<file path="config.mk">
export PLATFORM = sky130hd
export DESIGN_NAME = bounded_request_queue_overload_drop
export DESIGN_NICKNAME = d
export VERILOG_FILES = /design/src/hdl/brq_pkg.sv /design/src/hdl/brq_ctrl.sv /design/src/hdl/brq_datapath.sv /design/src/hdl/bounded_request_queue_overload_drop.sv
export SDC_FILE = /design/constraint.sdc
export NUM_CORES = 1
export LEC_CHECK = 0
export BUFFER_PORTS_ARGS = -buffer_cell sky130_fd_sc_hd__buf_2
export CORE_MARGIN = 2
export CORE_UTILIZATION = 34
export CTS_CLUSTER_DIAMETER = 120
export DETAILED_ROUTE_END_ITERATION = 8
export GPL_TIMING_DRIVEN = 0
export HOLD_SLACK_MARGIN = 0.15
export SLEW_MARGIN = 20
export SYNTH_ARGS = -nofsm -noshare
export SYNTH_HDL_FRONTEND = slang
export SYNTH_HIERARCHICAL = 1
export SYNTH_SLANG_ARGS = --single-unit
export TNS_END_PERCENT = 100
</file>
<file path="constraint.sdc">
create_clock -name clock -period 5.3 [get_ports clock]
set_input_delay 0.265 -clock clock [delete_from_list [all_inputs] [get_ports clock]]
set_output_delay 0.265 -clock clock [all_outputs]
set_load 0.01 [all_outputs]
</file>
<file path="src/hdl/brq_pkg.sv">
// Package of the bounded request queue: widths, codes, payload and control types.
package brq_pkg;

   // Queue storage
   localparam int QUEUE_DEPTH = 16;
   localparam int IDX_W       = $clog2(QUEUE_DEPTH);
   localparam int CNT_W       = $clog2(QUEUE_DEPTH + 1);

   // Field widths
   localparam int OP_W        = 2;
   localparam int CONN_W      = 16;
   localparam int INFO_W      = 32;
   localparam int ENTRY_W     = CONN_W + INFO_W;
   localparam int KIND_W      = 3;
   localparam int OUT_CNT_W   = 5;

   // Configuration port
   localparam int CAP_W       = 5;
   localparam int POLICY_W    = 2;
   localparam int SEED_W      = 16;
   localparam int CSR_IDX_W   = 2;
   localparam int CSR_DATA_W  = 16;

   localparam logic [CSR_IDX_W-1:0] CSR_CAPACITY = 2'd0;
   localparam logic [CSR_IDX_W-1:0] CSR_POLICY   = 2'd1;
   localparam logic [CSR_IDX_W-1:0] CSR_SEED     = 2'd2;

   localparam logic [CAP_W-1:0]  CAPACITY_RESET = 5'd16;
   localparam logic [SEED_W-1:0] SEED_RESET     = 16'd1;
   localparam logic [SEED_W-1:0] LFSR_TAPS      = 16'hB400;

   // Operation codes
   localparam logic [OP_W-1:0] OP_ENQUEUE  = 2'd0;
   localparam logic [OP_W-1:0] OP_DEQUEUE  = 2'd1;
   localparam logic [OP_W-1:0] OP_COMPLETE = 2'd2;

   // Overload policies
   localparam logic [POLICY_W-1:0] POLICY_BLOCK    = 2'd0;
   localparam logic [POLICY_W-1:0] POLICY_DROP_NEW = 2'd1;
   localparam logic [POLICY_W-1:0] POLICY_DROP_OLD = 2'd2;
   localparam logic [POLICY_W-1:0] POLICY_RANDOM   = 2'd3;

   // Result kinds
   localparam logic [KIND_W-1:0] KIND_ACCEPTED    = 3'd0;
   localparam logic [KIND_W-1:0] KIND_NEW_DROPPED = 3'd1;
   localparam logic [KIND_W-1:0] KIND_OLD_EVICTED = 3'd2;
   localparam logic [KIND_W-1:0] KIND_RETRY_FULL  = 3'd3;
   localparam logic [KIND_W-1:0] KIND_DEQUEUED    = 3'd4;
   localparam logic [KIND_W-1:0] KIND_EMPTY       = 3'd5;
   localparam logic [KIND_W-1:0] KIND_COMPLETED   = 3'd6;

   typedef struct packed {
      logic [OP_W-1:0]   operation;
      logic [CONN_W-1:0] conn_id;
      logic [INFO_W-1:0] request_info;
   } req_payload_type;

   typedef struct packed {
      logic [KIND_W-1:0]    result_kind;
      logic [CONN_W-1:0]    out_conn_id;
      logic [INFO_W-1:0]    out_request_info;
      logic [OUT_CNT_W-1:0] waiting_count;
      logic [OUT_CNT_W-1:0] in_flight_count;
      logic                 last_result;
   } rsp_payload_type;

   typedef enum logic [1:0] {
      SRC_ZERO,
      SRC_ITEM,
      SRC_RDATA
   } src_type;

   typedef enum logic [3:0] {
      ST_IDLE,
      ST_EXEC,
      ST_DEQ_EMIT,
      ST_OLD_EMIT,
      ST_RAND_PICK,
      ST_RAND_EMIT,
      ST_COMP_RD,
      ST_COMP_WR,
      ST_INSERT
   } ctrl_state_type;

   typedef struct packed {
      logic              load_item;
      logic              ins_new;
      logic              rd_oldest;
      logic              inflight_inc;
      logic              inflight_dec;
      logic              rand_init;
      logic              rand_step;
      logic              comp_skip;
      logic              comp_read;
      logic              comp_write;
      logic              emit;
      logic [KIND_W-1:0] emit_kind;
      src_type           emit_src;
      logic              emit_last;
   } cmd_type;

   typedef struct packed {
      logic [OP_W-1:0]     op;
      logic                full;
      logic [POLICY_W-1:0] policy;
      logic                wait_zero;
      logic                pick_hit;
      logic                evict_done;
      logic                comp_done;
      logic                comp_marked;
      logic                out_free;
   } stat_type;

endpackage

</file>
<file path="src/hdl/brq_ctrl.sv">
// Controller state machine of the bounded request queue.
module brq_ctrl (
   input  logic               clock,
   input  logic               reset,
   input  logic               req_valid,
   input  brq_pkg::stat_type  stat,
   output brq_pkg::cmd_type   cmd,
   output logic               req_stall
);

   brq_pkg::ctrl_state_type state_ff, state_in;

   always_ff @(posedge clock) begin
      if (reset) begin
         state_ff <= brq_pkg::ST_IDLE;
      end else begin
         state_ff <= state_in;
      end
   end

   // Next state
   always_comb begin
      state_in = state_ff;
      case (state_ff)
         brq_pkg::ST_IDLE: begin
            if (req_valid) state_in = brq_pkg::ST_EXEC;
         end
         brq_pkg::ST_EXEC: begin
            if (stat.out_free) begin
               state_in = brq_pkg::ST_IDLE;
               case (stat.op)
                  brq_pkg::OP_ENQUEUE: begin
                     if (stat.full && !stat.wait_zero) begin
                        if (stat.policy == brq_pkg::POLICY_DROP_OLD) begin
                           state_in = brq_pkg::ST_OLD_EMIT;
                        end else if (stat.policy == brq_pkg::POLICY_RANDOM) begin
                           state_in = brq_pkg::ST_RAND_PICK;
                        end
                     end
                  end
                  brq_pkg::OP_DEQUEUE: begin
                     if (!stat.wait_zero) state_in = brq_pkg::ST_DEQ_EMIT;
                  end
                  default: state_in = brq_pkg::ST_IDLE;
               endcase
            end
         end
         brq_pkg::ST_DEQ_EMIT: begin
            if (stat.out_free) state_in = brq_pkg::ST_IDLE;
         end
         brq_pkg::ST_OLD_EMIT: begin
            if (stat.out_free) state_in = brq_pkg::ST_INSERT;
         end
         brq_pkg::ST_RAND_PICK: begin
            if (stat.pick_hit) state_in = brq_pkg::ST_RAND_EMIT;
         end
         brq_pkg::ST_RAND_EMIT: begin
            if (stat.out_free) begin
               state_in = stat.evict_done ? brq_pkg::ST_COMP_RD : brq_pkg::ST_RAND_PICK;
            end
         end
         brq_pkg::ST_COMP_RD: begin
            if (stat.comp_done) begin
               state_in = brq_pkg::ST_INSERT;
            end else if (!stat.comp_marked) begin
               state_in = brq_pkg::ST_COMP_WR;
            end
         end
         brq_pkg::ST_COMP_WR: state_in = brq_pkg::ST_COMP_RD;
         brq_pkg::ST_INSERT: begin
            if (stat.out_free) state_in = brq_pkg::ST_IDLE;
         end
         default: state_in = brq_pkg::ST_IDLE;
      endcase
   end

   // Outputs
   always_comb begin
      cmd           = '0;
      cmd.emit_kind = brq_pkg::KIND_ACCEPTED;
      cmd.emit_src  = brq_pkg::SRC_ZERO;
      req_stall     = (state_ff != brq_pkg::ST_IDLE);
      case (state_ff)
         brq_pkg::ST_IDLE: begin
            cmd.load_item = req_valid;
         end
         brq_pkg::ST_EXEC: begin
            if (stat.out_free) begin
               case (stat.op)
                  brq_pkg::OP_ENQUEUE: begin
                     if (!stat.full) begin
                        cmd.ins_new   = 1'b1;
                        cmd.emit      = 1'b1;
                        cmd.emit_last = 1'b1;
                     end else if (stat.policy == brq_pkg::POLICY_BLOCK) begin
                        cmd.emit      = 1'b1;
                        cmd.emit_kind = brq_pkg::KIND_RETRY_FULL;
                        cmd.emit_last = 1'b1;
                     end else if (stat.policy == brq_pkg::POLICY_DROP_NEW ||
                                  stat.wait_zero) begin
                        cmd.emit      = 1'b1;
                        cmd.emit_kind = brq_pkg::KIND_NEW_DROPPED;
                        cmd.emit_src  = brq_pkg::SRC_ITEM;
                        cmd.emit_last = 1'b1;
                     end else if (stat.policy == brq_pkg::POLICY_DROP_OLD) begin
                        cmd.rd_oldest = 1'b1;
                     end else begin
                        cmd.rand_init = 1'b1;
                     end
                  end
                  brq_pkg::OP_DEQUEUE: begin
                     if (stat.wait_zero) begin
                        cmd.emit      = 1'b1;
                        cmd.emit_kind = brq_pkg::KIND_EMPTY;
                        cmd.emit_last = 1'b1;
                     end else begin
                        cmd.rd_oldest    = 1'b1;
                        cmd.inflight_inc = 1'b1;
                     end
                  end
                  brq_pkg::OP_COMPLETE: begin
                     cmd.inflight_dec = 1'b1;
                     cmd.emit         = 1'b1;
                     cmd.emit_kind    = brq_pkg::KIND_COMPLETED;
                     cmd.emit_last    = 1'b1;
                  end
                  default: cmd.emit = 1'b0;
               endcase
            end
         end
         brq_pkg::ST_DEQ_EMIT: begin
            cmd.emit      = stat.out_free;
            cmd.emit_kind = brq_pkg::KIND_DEQUEUED;
            cmd.emit_src  = brq_pkg::SRC_RDATA;
            cmd.emit_last = 1'b1;
         end
         brq_pkg::ST_OLD_EMIT, brq_pkg::ST_RAND_EMIT: begin
            cmd.emit      = stat.out_free;
            cmd.emit_kind = brq_pkg::KIND_OLD_EVICTED;
            cmd.emit_src  = brq_pkg::SRC_RDATA;
         end
         brq_pkg::ST_RAND_PICK: begin
            cmd.rand_step = 1'b1;
         end
         brq_pkg::ST_COMP_RD: begin
            if (!stat.comp_done) begin
               cmd.comp_skip = stat.comp_marked;
               cmd.comp_read = !stat.comp_marked;
            end
         end
         brq_pkg::ST_COMP_WR: begin
            cmd.comp_write = 1'b1;
         end
         brq_pkg::ST_INSERT: begin
            cmd.ins_new   = stat.out_free;
            cmd.emit      = stat.out_free;
            cmd.emit_last = 1'b1;
         end
         default: cmd.emit = 1'b0;
      endcase
   end

endmodule

</file>
<file path="src/hdl/brq_datapath.sv">
// Datapath of the bounded request queue: entry memory, counters, victim LFSR, result register.
module brq_datapath (
   input  logic                              clock,
   input  logic                              reset,
   input  brq_pkg::req_payload_type          req_payload,
   input  logic                              csr_write_en,
   input  logic [brq_pkg::CSR_IDX_W-1:0]     csr_index,
   input  logic [brq_pkg::CSR_DATA_W-1:0]    csr_wdata,
   input  brq_pkg::cmd_type                  cmd,
   output brq_pkg::stat_type                 stat,
   output logic                              rsp_valid,
   input  logic                              rsp_stall,
   output brq_pkg::rsp_payload_type          rsp_payload
);

   localparam int IDX_W = brq_pkg::IDX_W;
   localparam int CNT_W = brq_pkg::CNT_W;
   localparam int DEPTH = brq_pkg::QUEUE_DEPTH;
   localparam int CMP_W = ((CNT_W + 1) > brq_pkg::CAP_W) ? (CNT_W + 1) : brq_pkg::CAP_W;

   // Physical slot of a logical position counted from the newest entry
   function automatic logic [IDX_W-1:0] phys(input logic [IDX_W-1:0] base,
                                             input logic [IDX_W-1:0] off);
      logic [IDX_W:0] s;
      s = {1'b0, base} + {1'b0, off};
      if (s >= (IDX_W + 1)'(DEPTH)) s = s - (IDX_W + 1)'(DEPTH);
      return s[IDX_W-1:0];
   endfunction

   logic [brq_pkg::ENTRY_W-1:0] mem [DEPTH];
   logic [brq_pkg::ENTRY_W-1:0] rd_data_ff;

   brq_pkg::req_payload_type  item_ff;
   brq_pkg::rsp_payload_type  rsp_payload_ff, rsp_payload_in;
   logic                      rsp_valid_ff, rsp_valid_in;

   logic [CNT_W-1:0]          waiting_ff, waiting_in;
   logic [CNT_W-1:0]          in_flight_ff, in_flight_in;
   logic [IDX_W-1:0]          head_ff, head_in;
   logic [brq_pkg::SEED_W-1:0] lfsr_ff, lfsr_in;
   logic [DEPTH-1:0]          marks_ff, marks_in;
   logic [brq_pkg::CAP_W-1:0] capacity_ff;
   logic [brq_pkg::POLICY_W-1:0] policy_ff;

   logic [CNT_W-1:0]          n_ff, cnt_ff, e_ff, i_ff, j_ff;
   logic [IDX_W-1:0]          mask_ff;

   logic [IDX_W-1:0]          head_dec, oldest_off, idx, mask_in;
   logic [CNT_W-1:0]          wait_m1;
   logic [CNT_W:0]            half_up;
   logic [CMP_W-1:0]          sum_cmp, cap_cmp;
   logic                      hit;
   logic                      mem_we, mem_re;
   logic [IDX_W-1:0]          waddr, raddr;
   logic [brq_pkg::ENTRY_W-1:0] wdata;
   logic [brq_pkg::ENTRY_W-1:0] emit_entry;

   assign head_dec   = (head_ff == '0) ? IDX_W'(DEPTH - 1) : head_ff - IDX_W'(1);
   assign wait_m1    = waiting_ff - CNT_W'(1);
   assign oldest_off = wait_m1[IDX_W-1:0];
   assign half_up    = ({1'b0, waiting_ff} + (CNT_W + 1)'(1)) >> 1;

   // Full test against the capacity clamped to the depth
   assign sum_cmp = CMP_W'(waiting_ff) + CMP_W'(in_flight_ff);
   assign cap_cmp = (CMP_W'(capacity_ff) > CMP_W'(DEPTH)) ? CMP_W'(DEPTH)
                                                          : CMP_W'(capacity_ff);

   // Victim index mask: n-1 smeared down to the next power of two minus one
   always_comb begin
      mask_in = oldest_off;
      for (int k = 0; k < IDX_W; k++) begin
         mask_in = mask_in | (mask_in >> 1);
      end
   end

   // LFSR seed load, advance and next value
   always_comb begin
      lfsr_in = lfsr_ff;
      if (csr_write_en && csr_index == brq_pkg::CSR_SEED) begin
         lfsr_in = (csr_wdata == '0) ? brq_pkg::SEED_RESET : csr_wdata;
      end else if (cmd.rand_step) begin
         lfsr_in = {1'b0, lfsr_ff[brq_pkg::SEED_W-1:1]} ^
                   (lfsr_ff[0] ? brq_pkg::LFSR_TAPS : '0);
      end
   end

   assign idx = lfsr_in[IDX_W-1:0] & mask_ff;
   assign hit = cmd.rand_step && (CNT_W'(idx) < n_ff) && !marks_ff[idx];

   // Counters and eviction bookkeeping
   always_comb begin
      waiting_in   = waiting_ff;
      in_flight_in = in_flight_ff;
      head_in      = head_ff;
      marks_in     = marks_ff;
      if (cmd.ins_new) begin
         waiting_in = waiting_ff + CNT_W'(1);
         head_in    = head_dec;
      end
      if (cmd.rd_oldest || hit) waiting_in = wait_m1;
      if (cmd.inflight_inc) in_flight_in = in_flight_ff + CNT_W'(1);
      if (cmd.inflight_dec && in_flight_ff != '0) in_flight_in = in_flight_ff - CNT_W'(1);
      if (cmd.rand_init) marks_in = '0;
      if (hit) marks_in = marks_ff | (DEPTH'(1) << idx);
   end

   // Memory port selection
   always_comb begin
      mem_we = cmd.ins_new || cmd.comp_write;
      waddr  = cmd.ins_new ? head_dec : phys(head_ff, j_ff[IDX_W-1:0]);
      wdata  = cmd.ins_new ? {item_ff.conn_id, item_ff.request_info} : rd_data_ff;
      mem_re = cmd.rd_oldest || hit || cmd.comp_read;
      if (cmd.rd_oldest) begin
         raddr = phys(head_ff, oldest_off);
      end else if (cmd.comp_read) begin
         raddr = phys(head_ff, i_ff[IDX_W-1:0]);
      end else begin
         raddr = phys(head_ff, idx);
      end
   end

   always_ff @(posedge clock) begin
      if (mem_we) mem[waddr] <= wdata;
      if (mem_re) rd_data_ff <= mem[raddr];
   end

   // Result register
   always_comb begin
      case (cmd.emit_src)
         brq_pkg::SRC_ITEM:  emit_entry = {item_ff.conn_id, item_ff.request_info};
         brq_pkg::SRC_RDATA: emit_entry = rd_data_ff;
         default:            emit_entry = '0;
      endcase
      rsp_payload_in = rsp_payload_ff;
      rsp_valid_in   = rsp_valid_ff && rsp_stall;
      if (cmd.emit) begin
         rsp_valid_in                    = 1'b1;
         rsp_payload_in.result_kind      = cmd.emit_kind;
         rsp_payload_in.out_conn_id      = emit_entry[brq_pkg::ENTRY_W-1:brq_pkg::INFO_W];
         rsp_payload_in.out_request_info = emit_entry[brq_pkg::INFO_W-1:0];
         rsp_payload_in.waiting_count    = brq_pkg::OUT_CNT_W'(waiting_in);
         rsp_payload_in.in_flight_count  = brq_pkg::OUT_CNT_W'(in_flight_in);
         rsp_payload_in.last_result      = cmd.emit_last;
      end
   end

   always_ff @(posedge clock) begin
      if (reset) begin
         waiting_ff   <= '0;
         in_flight_ff <= '0;
         head_ff      <= '0;
         lfsr_ff      <= brq_pkg::SEED_RESET;
         marks_ff     <= '0;
         capacity_ff  <= brq_pkg::CAPACITY_RESET;
         policy_ff    <= brq_pkg::POLICY_BLOCK;
         rsp_valid_ff <= 1'b0;
      end else begin
         waiting_ff   <= waiting_in;
         in_flight_ff <= in_flight_in;
         head_ff      <= head_in;
         lfsr_ff      <= lfsr_in;
         marks_ff     <= marks_in;
         rsp_valid_ff <= rsp_valid_in;
         if (csr_write_en && csr_index == brq_pkg::CSR_CAPACITY) begin
            capacity_ff <= csr_wdata[brq_pkg::CAP_W-1:0];
         end
         if (csr_write_en && csr_index == brq_pkg::CSR_POLICY) begin
            policy_ff <= csr_wdata[brq_pkg::POLICY_W-1:0];
         end
      end
   end

   always_ff @(posedge clock) begin
      rsp_payload_ff <= rsp_payload_in;
      if (cmd.load_item) item_ff <= req_payload;
      if (cmd.rand_init) begin
         n_ff    <= waiting_ff;
         cnt_ff  <= half_up[CNT_W-1:0];
         mask_ff <= mask_in;
         e_ff    <= '0;
         i_ff    <= '0;
         j_ff    <= '0;
      end
      if (hit) e_ff <= e_ff + CNT_W'(1);
      if (cmd.comp_skip) i_ff <= i_ff + CNT_W'(1);
      if (cmd.comp_write) begin
         i_ff <= i_ff + CNT_W'(1);
         j_ff <= j_ff + CNT_W'(1);
      end
   end

   assign stat.op          = item_ff.operation;
   assign stat.full        = (sum_cmp >= cap_cmp);
   assign stat.policy      = policy_ff;
   assign stat.wait_zero   = (waiting_ff == '0);
   assign stat.pick_hit    = hit;
   assign stat.evict_done  = (e_ff == cnt_ff);
   assign stat.comp_done   = (i_ff == n_ff);
   assign stat.comp_marked = marks_ff[i_ff[IDX_W-1:0]];
   assign stat.out_free    = !rsp_valid_ff || !rsp_stall;

   assign rsp_valid   = rsp_valid_ff;
   assign rsp_payload = rsp_payload_ff;

endmodule

</file>
<file path="src/hdl/bounded_request_queue_overload_drop.sv">
// Top level of the bounded request queue with overload drop policies.
// One transaction at a time: accept, then decide in the execute state; accepted when not full,
// retry, dropped, empty and completed results emit from it, dequeue and drop-oldest read first, then emit.
// Random eviction walks the victim LFSR one draw per cycle while picking, redrawing rejected
// indices, emits each victim on a free output, then compacts survivors by a read and a write
// per kept entry. Synchronous reset clears the counters, marks and result valid, loads capacity
// 16, policy block and LFSR seed 1; the entry memory is not cleared and needs no clearing pass.
module bounded_request_queue_overload_drop (
   input  logic                              clock,
   input  logic                              reset,
   input  logic                              req_valid,
   output logic                              req_stall,
   input  brq_pkg::req_payload_type          req_payload,
   output logic                              rsp_valid,
   input  logic                              rsp_stall,
   output brq_pkg::rsp_payload_type          rsp_payload,
   input  logic                              csr_write_en,
   input  logic [brq_pkg::CSR_IDX_W-1:0]     csr_index,
   input  logic [brq_pkg::CSR_DATA_W-1:0]    csr_wdata
);

   brq_pkg::cmd_type  cmd;
   brq_pkg::stat_type stat;

   // Sequence each transaction: decide, read, emit, evict, compact, insert
   brq_ctrl u_ctrl (
      .clock     (clock),
      .reset     (reset),
      .req_valid (req_valid),
      .stat      (stat),
      .cmd       (cmd),
      .req_stall (req_stall)
   );

   // Hold entries, counters, LFSR and the result register
   brq_datapath u_datapath (
      .clock        (clock),
      .reset        (reset),
      .req_payload  (req_payload),
      .csr_write_en (csr_write_en),
      .csr_index    (csr_index),
      .csr_wdata    (csr_wdata),
      .cmd          (cmd),
      .stat         (stat),
      .rsp_valid    (rsp_valid),
      .rsp_stall    (rsp_stall),
      .rsp_payload  (rsp_payload)
   );

endmodule

</file>
# Yosys cells after proc, flatten, opt, wreduce, memory -nomap -nowiden
# Memories as Yosys holds them, arrays and structs flattened. A register that Yosys moved wholly into a read port is not among the register bits.
# Index checks and enable logic that the tools add are counted.
# word_totals
reg_bits	199
mem_bits_rw	768
inputBits	73
output_inout_bits	64
memories	1
# op_classes
add_sub_neg	18
magnitude_cmp	9
n_eq_ne	26
n_shift	1
n_mux	93
bitwise	7
n_reduce_logical	35
# mem_list
memory	words	word_bits	rd	rd_clocked_by_memory_dff	write_ports	line	rtl
u_datapath.mem	16	48	1	1	1	brq_datapath.sv:30	logic [brq_pkg::ENTRY_W-1:0] mem [DEPTH];
# ops
op	count
$mux W16	6
$pmux W48 S2	1
$mux W4	21
$mux W5	12
$mux W7	7
$mux W48	1
$pmux W4 S8	1
$add A5 B1 Y5 const B	5
$mux W1	25
$add A4 B4 Y5	4
$ge A5 B5 Y1 const B	4
$sub A4 B1 Y4 const B	5
$eq A4 B3 Y1 const B	4
$logic_not A16 Y1	1
$or A16 B16 Y16	1
$or A4 B3 Y4	4
$shl A1 B4 Y16 const A	1
$xor A15 B16 Y16	1
$pmux W5 S3	1
$mux W2	7
$eq A2 B2 Y1 const B	5
$eq A5 B5 Y1	2
$lt A4 B5 Y1 const B	2
$ne A2 B1 Y1 const B	5
other kinds (32)	63

# Logic depth before layout (Yosys ltp)
# logic_depth
depth_word	15
mapped_depth	25

# Hierarchy
# The synthesis kept the hierarchy.
# by_module_without_submodules
module	n_inst	cells_per_inst	area_per_inst_um2	seq_area_each_um2
brq_datapath	1	2049	39993.4	29788.6
brq_ctrl	1	94	669.4	80.1

# Worst setup path after synthesis
# Ideal clock, no wire load.
# synth_timing
kind	register to register
startpoint	reg u_datapath.waiting_ff[0]
endpoint	mem u_datapath/mem[12][0] (netlist bit), enable pin
setup_ns	0.454
arrival_ns	5.352
required_ns	4.846
setup_slack_ns	-0.505
stages_incl_launch_ff	17
n_path_buf	1
synth_period_minus_slack_ns	5.805
path_cell_list	dfxtp_1 > ha_1 > fa_1 > ha_1 > a21o_1 > a21oi_1 > nor2b_1 > o21ai_0 > nand3_1 > nor4_1 > a21oi_1 > nor4_1 > buf_1 > o211ai_1 > o21ai_0 > nand2_1 > nor2_1
# synth_rtl
element	line	rtl
from (decl)	brq_datapath.sv:37	logic [CNT_W-1:0] waiting_ff, waiting_in;
from (signal assigned)	brq_datapath.sv:158	waiting_ff <= waiting_in;
to (decl)	brq_datapath.sv:30	

==> out/metrics.yaml <==
floorplan:
  start_util: 0.343
  dieWidth_um: 350
  pin_count: 137
  die_area_um2: 122000
  die_h_um: 350
  rows: 126
  core_area_um2: 118000
synth:
  synth_most_common_cell: "edfxtp_1"
  synth_warnings: 6
  synthTopCellsByArea: "edfxtp_1, mux4_2, dfxtp_1"
  synth_area_um2: 40700
  synth.avg_cell_area_um2: 19.0
  synth-compound-area-share: 0.0441
  synth.top_cell.area_share: 0.706
  synth_common_cells: "edfxtp_1, mux4_2, nor2_1"
  synth_cell_types: 72
  synth_area_leader_cell: "edfxtp_1"
  ys.flop_type: "edfxtp_1"
  synth_seq_cells: 1014
  synth_cells: 2143
  synth_edf_count: 956
  synth_xor_area_frac: 0.00926
  synthMuxAreaShare: 0.145
  synth_simple_gate_area_share: 0.0408
  synth_fp_nets: 2251
  ys_seq_area_frac: 0.735
  synthArstFlopShare: 0
  synth_top_family_by_area: "multiplexers"
  yosys.area_share.adder: 0.0113
clock_network:
  cts_buffers: 101
  tritoncts: "yes"
  cts_buffer_depth: 3
  root_buffer: "clkbuf_16"
  clk_pin_slew_ns: 0.06
  clkSinkCount: 1014
  clkLatencyLatePin_ns: 0.69
  cts_max_level: 3
timing:
  timing.fmax_mhz: 193
  worst_pin_slew_ns: 1.15
  period_minus_slack_ns: 5.17
  drv_slew: 0
  max_slew_margin: 0.234
  hold_violations: 0
  fin_skew_ns: 0.0581
  setup_viol: 0
  fin_hold_ws_ns: 0.201
  post-route-period-util: 0.976
  finalWorstSetupSlack_ns: 0.127
outcome:
  status: "finished clean"
worst_setup_path:
  worstPathMaxFanout: 10
  worstPathCellList: "ha_4, fa_1, a21o_1, a21oi_1, xnor2_1, ha_1, o21ai_1, nand3_2, nand2_4, nor2_1, o21bai_1, nor2_1, buf_6, a21oi_4, ha_4, inv_2, fa_2, clkbuf_16, clkbuf_16, clkbuf_16, mux4_2, mux2i_1, a21oi_1"
  cp-end-kind: "flip-flop"
  crit_type: "reg2reg"
  slowest_delay_ns: 0.69
  critPathArrivalTime_ns: 5.56
  cp_slowest_cell: "fa_2"
  required_ns: 5.68
  cp_common_cell: "clkbuf_16"
  start_kind: "flip-flop"
placed_design:
  dp_cells: 3930
  port_buffers: 136
  gp_congestion: 0.847
  hpwl_um: 70600
  pre_cts_ws_ns: -2.32
pwr:
  p_per_area_nw_per_um2: 407
  ir_drop_v: 0.000275
  p_leak_nw: 16.8
global_routing:
  grt_usage: 0.176
  grt_max_degree: 39
  grt_pass1_vias: 23000
  grt_overflow: 0
  antenna_found_initial: 5
  grt_pass1_wl_um: 157000
drt:
  drc: 0
  vias: 22500
  ant_nets: 0
  first_iter_violations: 2481
  vias_per_cell: 5.31
  routedWlPerCell_um: 25.8
  drt-pass1-iter-count: 5
  finalWirelength_um: 109000
cells_and_area:
  area_growth_pct: 23.2
  num-fill-cells: 10200
  nets: 2652
  postLayoutCoreUtil: 0.423
  stdcell_count: 4230
  drive_above_1_share: 0.308
run:
  cap_violations: 0
hold_path:
  hold_path_class: "in2reg"
-- per-stage QoR --
| stage | total power, mW | cell area [um^2] | setup TNS (ns) |
|---|---|---|---|
| 3_3_place_gp | 12.8 | 43300 | -3571.89 |
| 6_report | 20.4 | 50100 | 0 |
| 4_1_cts | 20.4 | 49700 | -0.00458 |
| 3_5_place_dp | 12.9 | 44800 | -666.73 |
| 2_1_floorplan | 11.6 | 40700 | -370.86 |
| 5_1_grt | 21.1 | 50100 | -0.00396 |
-- cell type report --
cell class	count	area (um^2)	share of cell area
clock inverters	74	712	0.0142
repair buffers	299	3110	0.0621
clock buffers	113	2620	0.0524
well taps	1600	2000	0.0400
multi-input cells	981	10600	0.213
flip-flops and latches	1014	29900	0.597
plain buffers	119	1000	0.0201
inverters	28	105	0.00210
diodes	2	5.00	0.0000999
-- cell families after synthesis --
group	after synthesis
buffers and inverters	148
DFF	1014
AOI/OAI and AO/OA	255
xor gates and xnor gates	43
and+or+nand+nor	316
muxes	332
adders and majority gates	35
-- final timing paths --
check                                 from  cells after the start  slack (ns)                        end
setup / recovery  u_datapath/waiting_ff[0]                     23        0.13  u_datapath/rd_data_ff[42]
hold / removal                csr_write_en                      4        0.20      u_datapath/lfsr_ff[3]
setup reg to reg  u_datapath/waiting_ff[0]                     23        0.13  u_datapath/rd_data_ff[42]
hold reg to reg   u_datapath/waiting_ff[3]                      0        0.50         u_datapath/n_ff[3]
-- registers in the layout, indices dropped and copies added, names as in the netlist --
signal / count
u_datapath/e_ff: 5
u_datapath/n_ff: 5
u_datapath/head_ff: 4
u_datapath/marks_ff: 16
u_datapath/mem: 768
u_datapath/waiting_ff: 5
u_datapath/rsp_valid: 1
u_datapath/policy_ff: 2
u_datapath/in_flight_ff: 5
u_datapath/j_ff: 4
u_ctrl/state_ff: 4
u_datapath/rd_data_ff: 48
u_datapath/lfsr_ff: 16
u_datapath/i_ff: 5
u_datapath/capacity_ff: 5
u_datapath/cnt_ff: 5
u_datapath/rsp_payload: 62
u_datapath/stat: 2
u_datapath/mask_ff: 4
u_datapath/item_ff: 48
-- worst max-delay path: cells and delay by family, from the launching register on --
family                   cells  cell delay, ns
adder cells (fa/ha/maj)      5            1.66
AO/OA/AOI/OAI                6            0.95
buffers and inverters        5            0.84
multiplexers                 2            0.52
AND/OR/NAND/NOR              4            0.39
flip-flops                   1            0.38
XOR/XNOR                     1            0.14
-- cell usage in the layout, fill, tap and decap left out, drive strengths merged, types with 6 or more instances in the layout --
cell           n
edfxtp       956
bufinv        10
xor2          16
dlygate4sd3   74
a211oi        66
a22oi         50
nand2         32
nor3          10
nand3         16
mux4         200
nor2b         66
xnor2         27
dfxtp         58
inv           32
o21ai         15
a22o          16
clkinv        58
a21o           6
buf          270
a21oi         69
and2           7
nand2b        11
mux2          54
clkbuf       185
ha            32
nor4          16
nor2         129
mux2i         78
-- per-layer routing --
| layer | vias to the layer above | wire, um | share of wire | GRT usage |
|---|---|---|---|---|
| met5 | - | 11 | 0.00010 | 0 |
| met4 | 2 | 2840 | 0.026 | 0.0483 |
| met3 | 183 | 9120 | 0.084 | 0.0342 |
| met2 | 1057 | 51500 | 0.47 | 0.284 |
| met1 | 11700 | 45500 | 0.42 | 0.242 |
| li1 | 9499 | - | - | - |
-- power breakdown --
group	switching, mW	internal (mW)	leakage, nW
Combinational	2.20	1.61	6.00
Clock	3.08	4.07	1.65
Sequential	0.162	9.27	9.17
-- repair_timing --
item,4_1_cts,5_1_grt
buffers inserted,18,15
resized for setup,221,43
hold buffers,74,0
hold endpoints to repair,77,0
endpoints found under the setup margin,1556,217
gates cloned,1,3
pin swaps,14,17
Power figures use the tool's default switching activity.
